==> src/design/optt_pkg.sv <==
// optt_pkg: shared types and constants for the oneshot / periodic timer table
// table geometry, operation and result codes, sequencer states, entry record
// used by optt_unit and oneshot_periodic_timer_table
`default_nettype none

package optt_pkg;

  // number of timer slots in the table
  localparam int SLOTS = 16;
  // slot index width and width of a count that can reach SLOTS
  localparam int IDX_W = (SLOTS > 1) ? $clog2(SLOTS) : 1;
  localparam int CNT_W = $clog2(SLOTS + 1);

  // field widths of the item
  localparam int KEY_W  = 16;
  localparam int TMO_W  = 31;
  localparam int TIME_W = 32;
  localparam int MCNT_W = 5;

  // operation codes on in_tuser
  localparam logic [1:0] OP_ADD  = 2'd0;
  localparam logic [1:0] OP_DEL  = 2'd1;
  localparam logic [1:0] OP_TICK = 2'd2;

  // result kinds on out_tuser
  localparam logic [2:0] KIND_ADDED   = 3'd0;
  localparam logic [2:0] KIND_FULL    = 3'd1;
  localparam logic [2:0] KIND_DELETED = 3'd2;
  localparam logic [2:0] KIND_FIRED   = 3'd3;
  localparam logic [2:0] KIND_QUIET   = 3'd4;

  typedef enum logic [2:0] {
    ST_IDLE,
    ST_ADD,
    ST_DEL,
    ST_FIRE,
    ST_FLUSH,
    ST_PACK
  } state_t;

  // one timer slot
  typedef struct packed {
    logic [KEY_W-1:0]  key;
    logic [TMO_W-1:0]  timeout;
    logic [TIME_W-1:0] last_fired;
    logic              repeat_en;
    logic              marked;
  } entry_t;

  // verdict of the shared compare unit on one slot
  typedef struct packed {
    logic expired;
    logic key_hit;
  } verdict_t;

endpackage

`default_nettype wire

==> src/design/oneshot_periodic_timer_table.sv <==
// oneshot_periodic_timer_table: top level of the software timer table
// holds the slot array, the sequencer and the output register; uses optt_pkg, optt_unit
`default_nettype none

// A table of SLOTS timers, each with a key, a timeout, a repeat flag and a
// last-fired stamp. An item on the input stream carries an operation in
// in_tuser: add places a timer at the newest end (or reports the table
// full), delete marks every slot whose key matches and reports the count,
// tick walks the slots newest first, reports one item per timer whose
// elapsed time has reached its timeout, restamps periodic timers, marks
// one-shot ones, and then squeezes out the slots that were marked before
// the tick, keeping age order. A tick with nothing due gives one "nothing
// fired" item; out_tlast marks the final item of each input item, and
// operation code three gives no item at all. One input item is worked at
// a time: the sequencer visits one slot per cycle through a single shared
// compare unit, except that a tick stalls at a due timer while a fired
// key is held and the output register waits on out_tready. The output
// register lets the next item be accepted while the previous result
// still waits. Slot contents are not cleared by reset; only slots below
// the in-use count are ever used.

module oneshot_periodic_timer_table (
  input  logic        clk,
  input  logic        rst_n,
  // input stream
  input  logic        in_tvalid,
  output logic        in_tready,
  input  logic [79:0] in_tdata,   // timer_key[15:0], timeout_seconds[46:16],
                                  // repeat_req[47], now_seconds[79:48]
  input  logic [1:0]  in_tuser,   // operation[1:0]
  // result stream
  output logic        out_tvalid,
  input  logic        out_tready,
  output logic [23:0] out_tdata,  // fired_key[15:0], matched_count[20:16], zero pad
  output logic [2:0]  out_tuser,  // result_kind[2:0]
  output logic        out_tlast
);
  import optt_pkg::*;

  // slot array, one write port, one read port
  entry_t tbl_r [SLOTS];
  logic             tbl_we;
  logic [IDX_W-1:0] tbl_wa;
  entry_t           tbl_wd;
  logic [IDX_W-1:0] tbl_ra;
  entry_t           rd_ent;

  // sequencer
  state_t           state_r, state_nxt;
  logic [CNT_W-1:0] idx_r, idx_nxt;    // walk position
  logic [CNT_W-1:0] wr_r, wr_nxt;      // compaction write position
  logic [CNT_W-1:0] used_r, used_nxt;  // slots in use
  logic [CNT_W-1:0] hits_r, hits_nxt;  // delete matches
  logic [SLOTS-1:0] drop_r, drop_nxt;  // slots to squeeze out after a tick

  // latched input item
  logic [KEY_W-1:0]  key_r;
  logic [TMO_W-1:0]  tmo_r;
  logic              rep_r;
  logic [TIME_W-1:0] now_r;

  // fired key held until we know whether it is the final one
  logic             hold_v_r, hold_v_nxt;
  logic [KEY_W-1:0] hold_key_r, hold_key_nxt;

  // output register
  logic              out_v_r, out_v_nxt;
  logic [2:0]        out_kind_r, out_kind_nxt;
  logic [KEY_W-1:0]  out_key_r, out_key_nxt;
  logic [MCNT_W-1:0] out_cnt_r, out_cnt_nxt;
  logic              out_last_r, out_last_nxt;

  logic             in_acc;
  logic             out_free;
  logic [IDX_W-1:0] fire_idx;
  verdict_t         verdict;
  entry_t           upd;

  assign in_acc   = in_tvalid && in_tready;
  assign out_free = !out_v_r || out_tready;
  assign fire_idx = IDX_W'(idx_r - CNT_W'(1));

  assign in_tready  = (state_r == ST_IDLE);
  assign out_tvalid = out_v_r;
  assign out_tuser  = out_kind_r;
  assign out_tlast  = out_last_r;
  assign out_tdata  = {3'b000, out_cnt_r, out_key_r};

  // read side of the slot array
  assign tbl_ra = (state_r == ST_FIRE) ? fire_idx : idx_r[IDX_W-1:0];
  assign rd_ent = tbl_r[tbl_ra];

  optt_unit u_unit (
    .ent     (rd_ent),
    .now     (now_r),
    .key     (key_r),
    .verdict (verdict)
  );

  always_ff @(posedge clk) begin
    if (tbl_we) begin
      tbl_r[tbl_wa] <= tbl_wd;
    end
  end

  always_ff @(posedge clk) begin
    if (in_acc) begin
      key_r <= in_tdata[15:0];
      tmo_r <= in_tdata[46:16];
      rep_r <= in_tdata[47];
      now_r <= in_tdata[79:48];
    end
    idx_r      <= idx_nxt;
    wr_r       <= wr_nxt;
    hits_r     <= hits_nxt;
    drop_r     <= drop_nxt;
    hold_key_r <= hold_key_nxt;
    out_kind_r <= out_kind_nxt;
    out_key_r  <= out_key_nxt;
    out_cnt_r  <= out_cnt_nxt;
    out_last_r <= out_last_nxt;
  end

  always_ff @(posedge clk) begin
    if (!rst_n) begin
      state_r  <= ST_IDLE;
      used_r   <= '0;
      hold_v_r <= 1'b0;
      out_v_r  <= 1'b0;
    end else begin
      state_r  <= state_nxt;
      used_r   <= used_nxt;
      hold_v_r <= hold_v_nxt;
      out_v_r  <= out_v_nxt;
    end
  end

  always_comb begin
    state_nxt    = state_r;
    idx_nxt      = idx_r;
    wr_nxt       = wr_r;
    used_nxt     = used_r;
    hits_nxt     = hits_r;
    drop_nxt     = drop_r;
    hold_v_nxt   = hold_v_r;
    hold_key_nxt = hold_key_r;
    out_v_nxt    = out_v_r && !out_tready;
    out_kind_nxt = out_kind_r;
    out_key_nxt  = out_key_r;
    out_cnt_nxt  = out_cnt_r;
    out_last_nxt = out_last_r;
    tbl_we       = 1'b0;
    tbl_wa       = idx_r[IDX_W-1:0];
    tbl_wd       = rd_ent;
    upd          = rd_ent;

    case (state_r)
      ST_IDLE: begin
        if (in_acc) begin
          hits_nxt = '0;
          case (in_tuser)
            OP_ADD: begin
              state_nxt = ST_ADD;
            end
            OP_DEL: begin
              idx_nxt   = '0;
              state_nxt = ST_DEL;
            end
            OP_TICK: begin
              // start at the newest slot
              idx_nxt    = used_r;
              drop_nxt   = '0;
              hold_v_nxt = 1'b0;
              state_nxt  = ST_FIRE;
            end
            default: begin
              state_nxt = ST_IDLE;
            end
          endcase
        end
      end

      ST_ADD: begin
        if (out_free) begin
          out_v_nxt    = 1'b1;
          out_key_nxt  = '0;
          out_cnt_nxt  = '0;
          out_last_nxt = 1'b1;
          if (used_r >= CNT_W'(SLOTS)) begin
            out_kind_nxt = KIND_FULL;
          end else begin
            out_kind_nxt      = KIND_ADDED;
            tbl_we            = 1'b1;
            tbl_wa            = used_r[IDX_W-1:0];
            tbl_wd.key        = key_r;
            tbl_wd.timeout    = tmo_r;
            tbl_wd.last_fired = now_r;
            tbl_wd.repeat_en  = rep_r;
            tbl_wd.marked     = 1'b0;
            used_nxt          = used_r + CNT_W'(1);
          end
          state_nxt = ST_IDLE;
        end
      end

      ST_DEL: begin
        if (idx_r != used_r) begin
          if (verdict.key_hit) begin
            tbl_we        = 1'b1;
            tbl_wd.marked = 1'b1;
            hits_nxt      = hits_r + CNT_W'(1);
          end
          idx_nxt = idx_r + CNT_W'(1);
        end else if (out_free) begin
          out_v_nxt    = 1'b1;
          out_kind_nxt = KIND_DELETED;
          out_key_nxt  = '0;
          out_cnt_nxt  = MCNT_W'(hits_r);
          out_last_nxt = 1'b1;
          state_nxt    = ST_IDLE;
        end
      end

      ST_FIRE: begin
        if (idx_r == '0) begin
          state_nxt = ST_FLUSH;
        end else if (rd_ent.marked) begin
          // marked before this tick, squeezed out below
          drop_nxt[fire_idx] = 1'b1;
          idx_nxt            = idx_r - CNT_W'(1);
        end else if (!verdict.expired) begin
          idx_nxt = idx_r - CNT_W'(1);
        end else if (!hold_v_r || out_free) begin
          // a new firing proves the held one is not the final result
          if (hold_v_r) begin
            out_v_nxt    = 1'b1;
            out_kind_nxt = KIND_FIRED;
            out_key_nxt  = hold_key_r;
            out_cnt_nxt  = '0;
            out_last_nxt = 1'b0;
          end
          hold_v_nxt   = 1'b1;
          hold_key_nxt = rd_ent.key;
          if (rd_ent.repeat_en) begin
            upd.last_fired = now_r;
          end else begin
            upd.marked = 1'b1;
          end
          tbl_we  = 1'b1;
          tbl_wa  = fire_idx;
          tbl_wd  = upd;
          idx_nxt = idx_r - CNT_W'(1);
        end
      end

      ST_FLUSH: begin
        if (out_free) begin
          out_v_nxt    = 1'b1;
          out_kind_nxt = hold_v_r ? KIND_FIRED : KIND_QUIET;
          out_key_nxt  = hold_v_r ? hold_key_r : '0;
          out_cnt_nxt  = '0;
          out_last_nxt = 1'b1;
          hold_v_nxt   = 1'b0;
          idx_nxt      = '0;
          wr_nxt       = '0;
          state_nxt    = ST_PACK;
        end
      end

      ST_PACK: begin
        // oldest first, copying each kept slot down to the write position
        if (idx_r == used_r) begin
          used_nxt  = wr_r;
          state_nxt = ST_IDLE;
        end else begin
          if (!drop_r[idx_r[IDX_W-1:0]]) begin
            tbl_we = 1'b1;
            tbl_wa = wr_r[IDX_W-1:0];
            tbl_wd = rd_ent;
            wr_nxt = wr_r + CNT_W'(1);
          end
          idx_nxt = idx_r + CNT_W'(1);
        end
      end

      default: begin
        state_nxt = ST_IDLE;
      end
    endcase
  end

endmodule

`default_nettype wire

==> src/design/optt_unit.sv <==
// optt_unit: shared compare unit, one table slot per cycle
// wrap-safe elapsed-time check and key match; depends on optt_pkg
`default_nettype none

module optt_unit (
  input  optt_pkg::entry_t                 ent,
  input  logic [optt_pkg::TIME_W-1:0]      now,
  input  logic [optt_pkg::KEY_W-1:0]       key,
  output optt_pkg::verdict_t               verdict
);
  import optt_pkg::*;

  logic [TIME_W-1:0] elapsed;

  always_comb begin
    // modulo 2^32 difference, so a wrapped clock still counts forward
    elapsed         = now - ent.last_fired;
    verdict.expired = (elapsed >= {1'b0, ent.timeout});
    verdict.key_hit = (ent.key == key);
  end

endmodule

`default_nettype wire
==> config.mk <==
export PLATFORM = sky130hd
export DESIGN_NAME = oneshot_periodic_timer_table
export DESIGN_NICKNAME = d
export VERILOG_FILES = /design/src/design/optt_pkg.sv /design/src/design/oneshot_periodic_timer_table.sv /design/src/design/optt_unit.sv
export SDC_FILE = /design/constraint.sdc
export NUM_CORES = 2
export LEC_CHECK = 0
export ABC_AREA = 1
export BUFFER_PORTS_ARGS = -buffer_cell sky130_fd_sc_hd__buf_4
export CORE_AREA = 2 2 499 501
export DETAILED_ROUTE_END_ITERATION = 6
export DIE_AREA = 0 0 501 503
export REMOVE_ABC_BUFFERS = 1
export SKIP_CTS_REPAIR_TIMING = 1
export SYNTH_ARGS = -nofsm -noshare
export SYNTH_HDL_FRONTEND = slang
export SYNTH_SLANG_ARGS = --single-unit
==> constraint.sdc <==
create_clock -name clk -period 10.35 [get_ports clk]
set_clock_uncertainty 0.15 [all_clocks]
set_input_delay 1.5525 -clock clk [delete_from_list [all_inputs] [get_ports clk]]
set_output_delay 1.5525 -clock clk [all_outputs]
set_load 0.005 [all_outputs]
## After elaboration in Yosys (flattened, before gate mapping)

Memory sizes are Yosys's and may differ from the RTL's.
Index checks and enable logic that the tools add are counted.

| word-level totals | value |
|---|---|
| logic and storage cells | 223 |
| bits in registers | 162 |
| memories | 1 |
| memory bits (writable) | 1296 |

| operators by class | value |
|---|---|
| $add $sub $neg | 6 |
| equality and inequality tests | 32 |
| muxes and demuxes | 127 |
| bitwise gates (word level) | 3 |
| reductions and logical operators | 32 |
| $lt $le $gt $ge | 5 |

Memory list:

| name | words | bits a word | read ports | clocked after Yosys merged registers in | wr ports | RTL line | source |
|---|---|---|---|---|---|---|---|
| tbl_r | 16 | 81 | 1 | 0 | 1 | oneshot_periodic_timer_table.sv:41 | `entry_t tbl_r [SLOTS];` |

Operators by type and width:

| kind | number |
|---|---|
| two-way mux 16 bit | 13 |
| two-way mux 81 bit | 2 |
| case mux 80 bit (2 select lines) | 1 |
| two-way mux 34 bit | 4 |
| two-way mux 5 bit | 23 |
| case mux 16 bit (4 select lines) | 1 |
| two-way mux 3 bit | 16 |
| case mux 5 bit (2 select lines) | 4 |
| two-way mux 1 bit | 39 |
| two-way mux 4 bit | 9 |
| greater-or-equal comparator 32 x 31 -> 1 bit | 1 |
| two-way mux 32 bit | 1 |
| case mux 16 bit (2 select lines) | 1 |
| subtractor 32 bit | 1 |
| != test 2 bit, second input constant | 14 |
| case mux 5 bit (5 select lines) | 1 |
| AND reduction 8 bit | 3 |
| adder 5 x 1 -> 5 bit, second input constant | 4 |
| case mux 3 bit (6 select lines) | 1 |
| == test 16 bit | 1 |
| OR 16 bit | 1 |
| case mux 5 bit (3 select lines) | 1 |
| AND reduction 5 bit | 3 |
| != test 2 x 1 -> 1 bit, second input constant | 6 |
| other kinds (36) | 54 |

## Logic depth before layout (Yosys ltp)

An unclocked memory read counts as a cell.

| depth | value |
|---|---|
| word-level depth | 11 |
| mapped depth | 50 |

## Cells and area by module

A second synthesis with hierarchy kept.

| second synthesis, totals | value |
|---|---|
| cells, all modules | 5237 |
| area total of the unflattened synthesis | 63174.3 um2 |

Modules (own cells, without submodules):

| module | area each (um2) | instances | cells an instance |
|---|---|---|---|
| oneshot_periodic_timer_table | 60065.1 | 1 | 4695 |
| optt_unit | 3109.2 | 1 | 542 |

## Worst setup path before layout

No wires, ideal clock.

| timing path | value |
|---|---|
| kind | register to register |
| from | reg idx_r[0] |
| to | mem tbl_r[0][0] in the netlist's numbering (enable) |
| slack | -1053 ps |
| stages on the path, launching flop included | 47 |
| arrival time | 10732 ps |
| data required time | 9679 ps |
| buffers on the path | 6 |
| path through | edfxtp_1 buf_4 inv_1 clkbuf_1 ha_1 clkbuf_1 inv_1 buf_2 buf_2 clkbuf_1 nor2_1 o311ai_0 o31ai_1 nand2_1 o21ai_0 inv_1 ha_1 inv_1 (+11 left out) xor2_1 ha_1 nand4_1 a21oi_1 nor4_1 nand2_1 nand2_1 nand2_1 nand2_1 nand2_1 nand2_1 nand2_1 nand3_1 nor2_1 nor2_2 nor2_4 nand2_2 nor2_1 |

| between the ends | value |
|---|---|
| longest elaborated chain between the ends | 11 |

Ends and longest elaborated chain:

| element | RTL line | source |
|---|---|---|
| start: declaration | oneshot_periodic_timer_table.sv:50 | `logic [CNT_W-1:0] idx_r, idx_nxt;` |
| start signal: assignment | oneshot_periodic_timer_table.sv:113 | `idx_r <= idx_nxt;` |
| subtractor 5 x 1 -> 5 bit | -- |  |
| two-way mux 4 bit | oneshot_periodic_timer_table.sv:90 | `assign tbl_ra = (state_r == ST_FIRE) ? fire_idx : idx_r[IDX_W-1:0];` |
| memory (16 x 81 bit) | -- |  |
| subtractor 32 bit | optt_unit.sv:17 | `elapsed = now - ent.last_fired;` |
| greater-or-equal comparator 32 x 31 -> 1 bit | optt_unit.sv:18 | `verdict.expired = (elapsed >= {1'b0, ent.timeout});` |
| two-way mux 1 bit | oneshot_periodic_timer_table.sv:231 | `end else if (!verdict.expired) begin` |
| two-way mux 1 bit | oneshot_periodic_timer_table.sv:227 | `end else if (rd_ent.marked) begin` |
| two-way mux 1 bit | oneshot_periodic_timer_table.sv:225 | `if (idx_r == '0) begin` |
| case mux 1 bit (4 select lines) | oneshot_periodic_timer_table.sv:157 | `case (state_r)` |
| two-way mux 1 bit | oneshot_periodic_timer_table.sv:101 | `if (tbl_we) begin` |
| two-way mux 1 bit (implied by the code) | oneshot_periodic_timer_table.sv:102 | `tbl_r[tbl_wa] <= tbl_wd;` |
| end: declaration | oneshot_periodic_timer_table.sv:41 |  |

Parallel ways exist; a longest one is shown, timed or not. The select of a mux whose other input is x is not followed.

## Final worst setup path

| timing path | value |
|---|---|
| from | reg idx_r[1] |
| to | mem tbl_r[14][48] in the netlist's numbering (enable) |

The elaborated chain is that of the path after synthesis.

==> summary.txt <==
Synthesis
  – #FFs+latches synth: around 1.5k
  – Distinct cells, synth: 55
  – Ys flop type: edfxtp_1
  – Ys async rst share: 0%
  – Sequential fraction of the synthesis area: between 70 and 80%
  – Top cells by area, synth: edfxtp_1, nand2_1, nand3_1
  – EDFF count, synth: 1448
  – Mean Syn Cell Area: 11.8 sq um
  – Post-Synthesis Cells: between 5k and 6k
  – Post-Syn Area: a little over 60000 sq um
  – Yosys top cell area share: between 70% and 80%
  – Yosys Warn Count: 0
  – Post-synth top area cell: edfxtp_1

Routing
  – Met2 WL: ~83000 um
  – DR top layer: met5
  – DRT Pass-1 Iters: 6
  – Routed length per instance: 21.1 um
  – DRT Wirelength: 182000 um
  – Starting DRT DRC Count: about 4.8k
  – Via count: just over 40k
  – Antenna Nets Post-Route: 0
  – DR WL met3: about 15000 um
  – Vias per cell: approximately 4.8
  – WL met1: between 70000 and 80000 um
  – DRC viols: 0

Final layout
  – Antenna diodes: 0
  – Layout cell share with drive strength beyond 1: 10.3%
  – Final nets: 5464
  – Area Overhead vs Synth: 16.7%

CTS
  – Clock root buffer: clkbuf_16
  – # clock sinks: around 1.5k
  – CTS tree: yes
  – Clock Path Buffers: 3
  – Clock buffer count from CTS: roughly 150
  – Worst-Skew Late Latency: 0.80 ns
  – CTS H-tree depth: 4
  – Reg clk slew, reported paths: 0.06 ns

Setup path
  – Crit path DAT: slightly below 10 ns
  – CP bufs+invs: 6
  – CP most frequent cell: nand2_1
  – Crit Path Class: reg -> reg
  – CP required: ~11 ns
  – Cell count of the worst reg-to-reg path: 38
  – RR Endpoint: tbl_r[14][48]
  – Peak per-stage delay on the critical path: ~0.73 ns
  – Setup crit start kind: flip-flop
  – Family with the most delay on the worst path: compound AO/OA/AOI/OAI gates
  – Worst path slowest cell: buf_4
  – Worst Setup End Kind: flip-flop
  – Worst Setup EP: tbl_r[14][48]
  – Flop2flop setup slack: roughly 0.91 ns
  – Crit path depth: 38
  – Reg2reg start: idx_r[1]
  – Worst-path fanout max: between 60 and 70
  – Critical Path Start: idx_r[1]

Die
  – Chip width: between 500 and 600 um
  – Initial Util: between 20 and 25%
  – Io pins: between 100 and 150
  – Die footprint: ~250000 sq um
  – Row count: around 180
  – Total core area: about 250000 sq um
  – Die Y: about 500 um

STA
  – Final TNS setup: 0 ns
  – Crit share post-route: slightly above 90%
  – Final setup viols: 0
  – Fmax: ~0.11 GHz
  – Final Slew Violations: 0
  – RSZ-0062 raised after global routing: false
  – Final Hold Viols: 0
  – Slew @ Worst Pin: approximately 1.2 ns
  – Post-route minimum period: about 9.4 ns
  – Max-slew headroom: about a fifth

Hold path
  – Min-delay worst type: reg -> reg

Global route
  – Vias in the first global route: ~40k
  – Largest net degree at the start of global routing: 185
  – Initial antenna violation count: 6
  – Global route overflow: 0
  – First-pass GRT wire length: roughly 270000 um
  – Gr usage total: between 10% and 20%

Flow run
  – Max-cap violation count: 0

Place
  – I/O Buffers: 112
  – Hpwl dp: approximately 110000 um
  – Placer Congestion: 0.894

Outcome
  – Status: complete, no violations
==> worst min path at each step <==
stage / startpoint / end / slack, ns / cells past startpoint
3_3_place_gp: hold_key_r[13] / out_key_r[13] / 0.39 / 2
6_report: hold_key_r[8] / out_key_r[8] / 0.39 / 2
2_1_floorplan: hold_v_r / hold_v_r / 0.36 / 2
5_1_grt: state_r[0] / state_r[0] / 0.43 / 2
4_1_cts: hold_key_r[5] / out_key_r[5] / 0.39 / 2
3_5_place_dp: hold_key_r[5] / out_key_r[5] / 0.38 / 2
==> placed cells by master (no fill, tap or decap), types with 5 or more instances in the layout <==
cell / count
o311ai_0: 8
nand4_1: 15
o21ai_1: 49
nand3_1: 947
o21ai_2: 22
dfxtp_1: 10
clkbuf_1: 41
or2_2: 11
o211ai_1: 41
xnor2_1: 13
edfxtp_1: 1448
a31oi_1: 66
nor2_4: 22
inv_2: 7
a32o_1: 60
o21ai_0: 60
a211oi_1: 6
a21oi_1: 127
buf_4: 226
bufinv_16: 11
nor3_1: 15
nand2_1: 1517
ha_1: 78
clkinvlp_4: 6
clkinv_1: 18
o31ai_1: 5
inv_6: 6
o21a_1: 6
nor2_1: 116
buf_12: 35
clkbuf_16: 160
inv_1: 139
clkinv_2: 21
xor2_1: 33
==> Yosys cell counts, drive strengths merged (7+ instances only) <==
cell    count
xnor2      13
o311ai      8
inv       149
clkbuf    190
a31oi      66
xor2       33
edfxtp   1448
ha         79
or2        11
a211oi      7
nor2      142
o21ai     134
buf       120
nand2    1521
nand3     951
o211ai     41
dfxtp      10
a32o       60
a21oi     129
nor3       16
nand4      15
==> logic make-up after synthesis <==
| family | after synthesis | share of synthesized area, % |
|---|---|---|
| buffers and inverters | 460 | 3.12 |
| XOR/XNOR | 46 | 0.656 |
| AO/OA/AOI/OAI | 482 | 5.00 |
| AND/OR/NAND/NOR | 2662 | 18.5 |
| adder cells (fa/ha/maj) | 80 | 1.64 |
| flip-flops | 1458 | 71.1 |
| other | 1 | 0.00610 |
==> through the flow <==
stage                     area, sq um  util (%)  setup slack [ns]  hold WS [ns]  std cells
after detailed placement        66900      27.1              1.11         0.380       8379
after CTS                       71700      29.0              1.07         0.394       8647
final                           71700      29.0             0.914         0.390       8647
after global placement          66900      27.1             0.939         0.388       8379
after global routing            71700      29.0             0.173         0.433       8647
after floorplan                 60100         -            -36.82         0.359       4881
==> layer usage <==
metal	global-route usage, %	vias up
met5	0	-
li1	-	18900
met1	19.7	20400
met2	22.1	1853
met3	2.59	263
met4	4.09	12
==> cell type report <==
class	instances	area, sq um
Fill cell	24900	175000
Sequential cell	1458	43700
Multi-Input combinational cell	3273	16200
Clock buffer	201	4160
Tap cell	3237	4050
Timing Repair Buffer	261	2400
Clock inverter	67	679
Inverter	150	578
==> sequential cells by signal, indices dropped and copies added, names as in the netlist, 5 cells and up <==
name and count:
key_r 16, used_r 5, drop_r 16, out_cnt_r 5
out_key_r 16, now_r 32, tbl_r 1296, idx_r 5
tmo_r 31, hits_r 5, hold_key_r 16, wr_r 5
==> tightest hold or removal path, delay by kind of cell (launching register included) <==
family	cells	cell delay [ns]
buf+inv	1	0.04
flops	1	0.32
simple gates	1	0.08
Power is left out: the tool's default activity adds up to more than one toggle a clock period on the data nets, which glitch-free logic cannot reach.
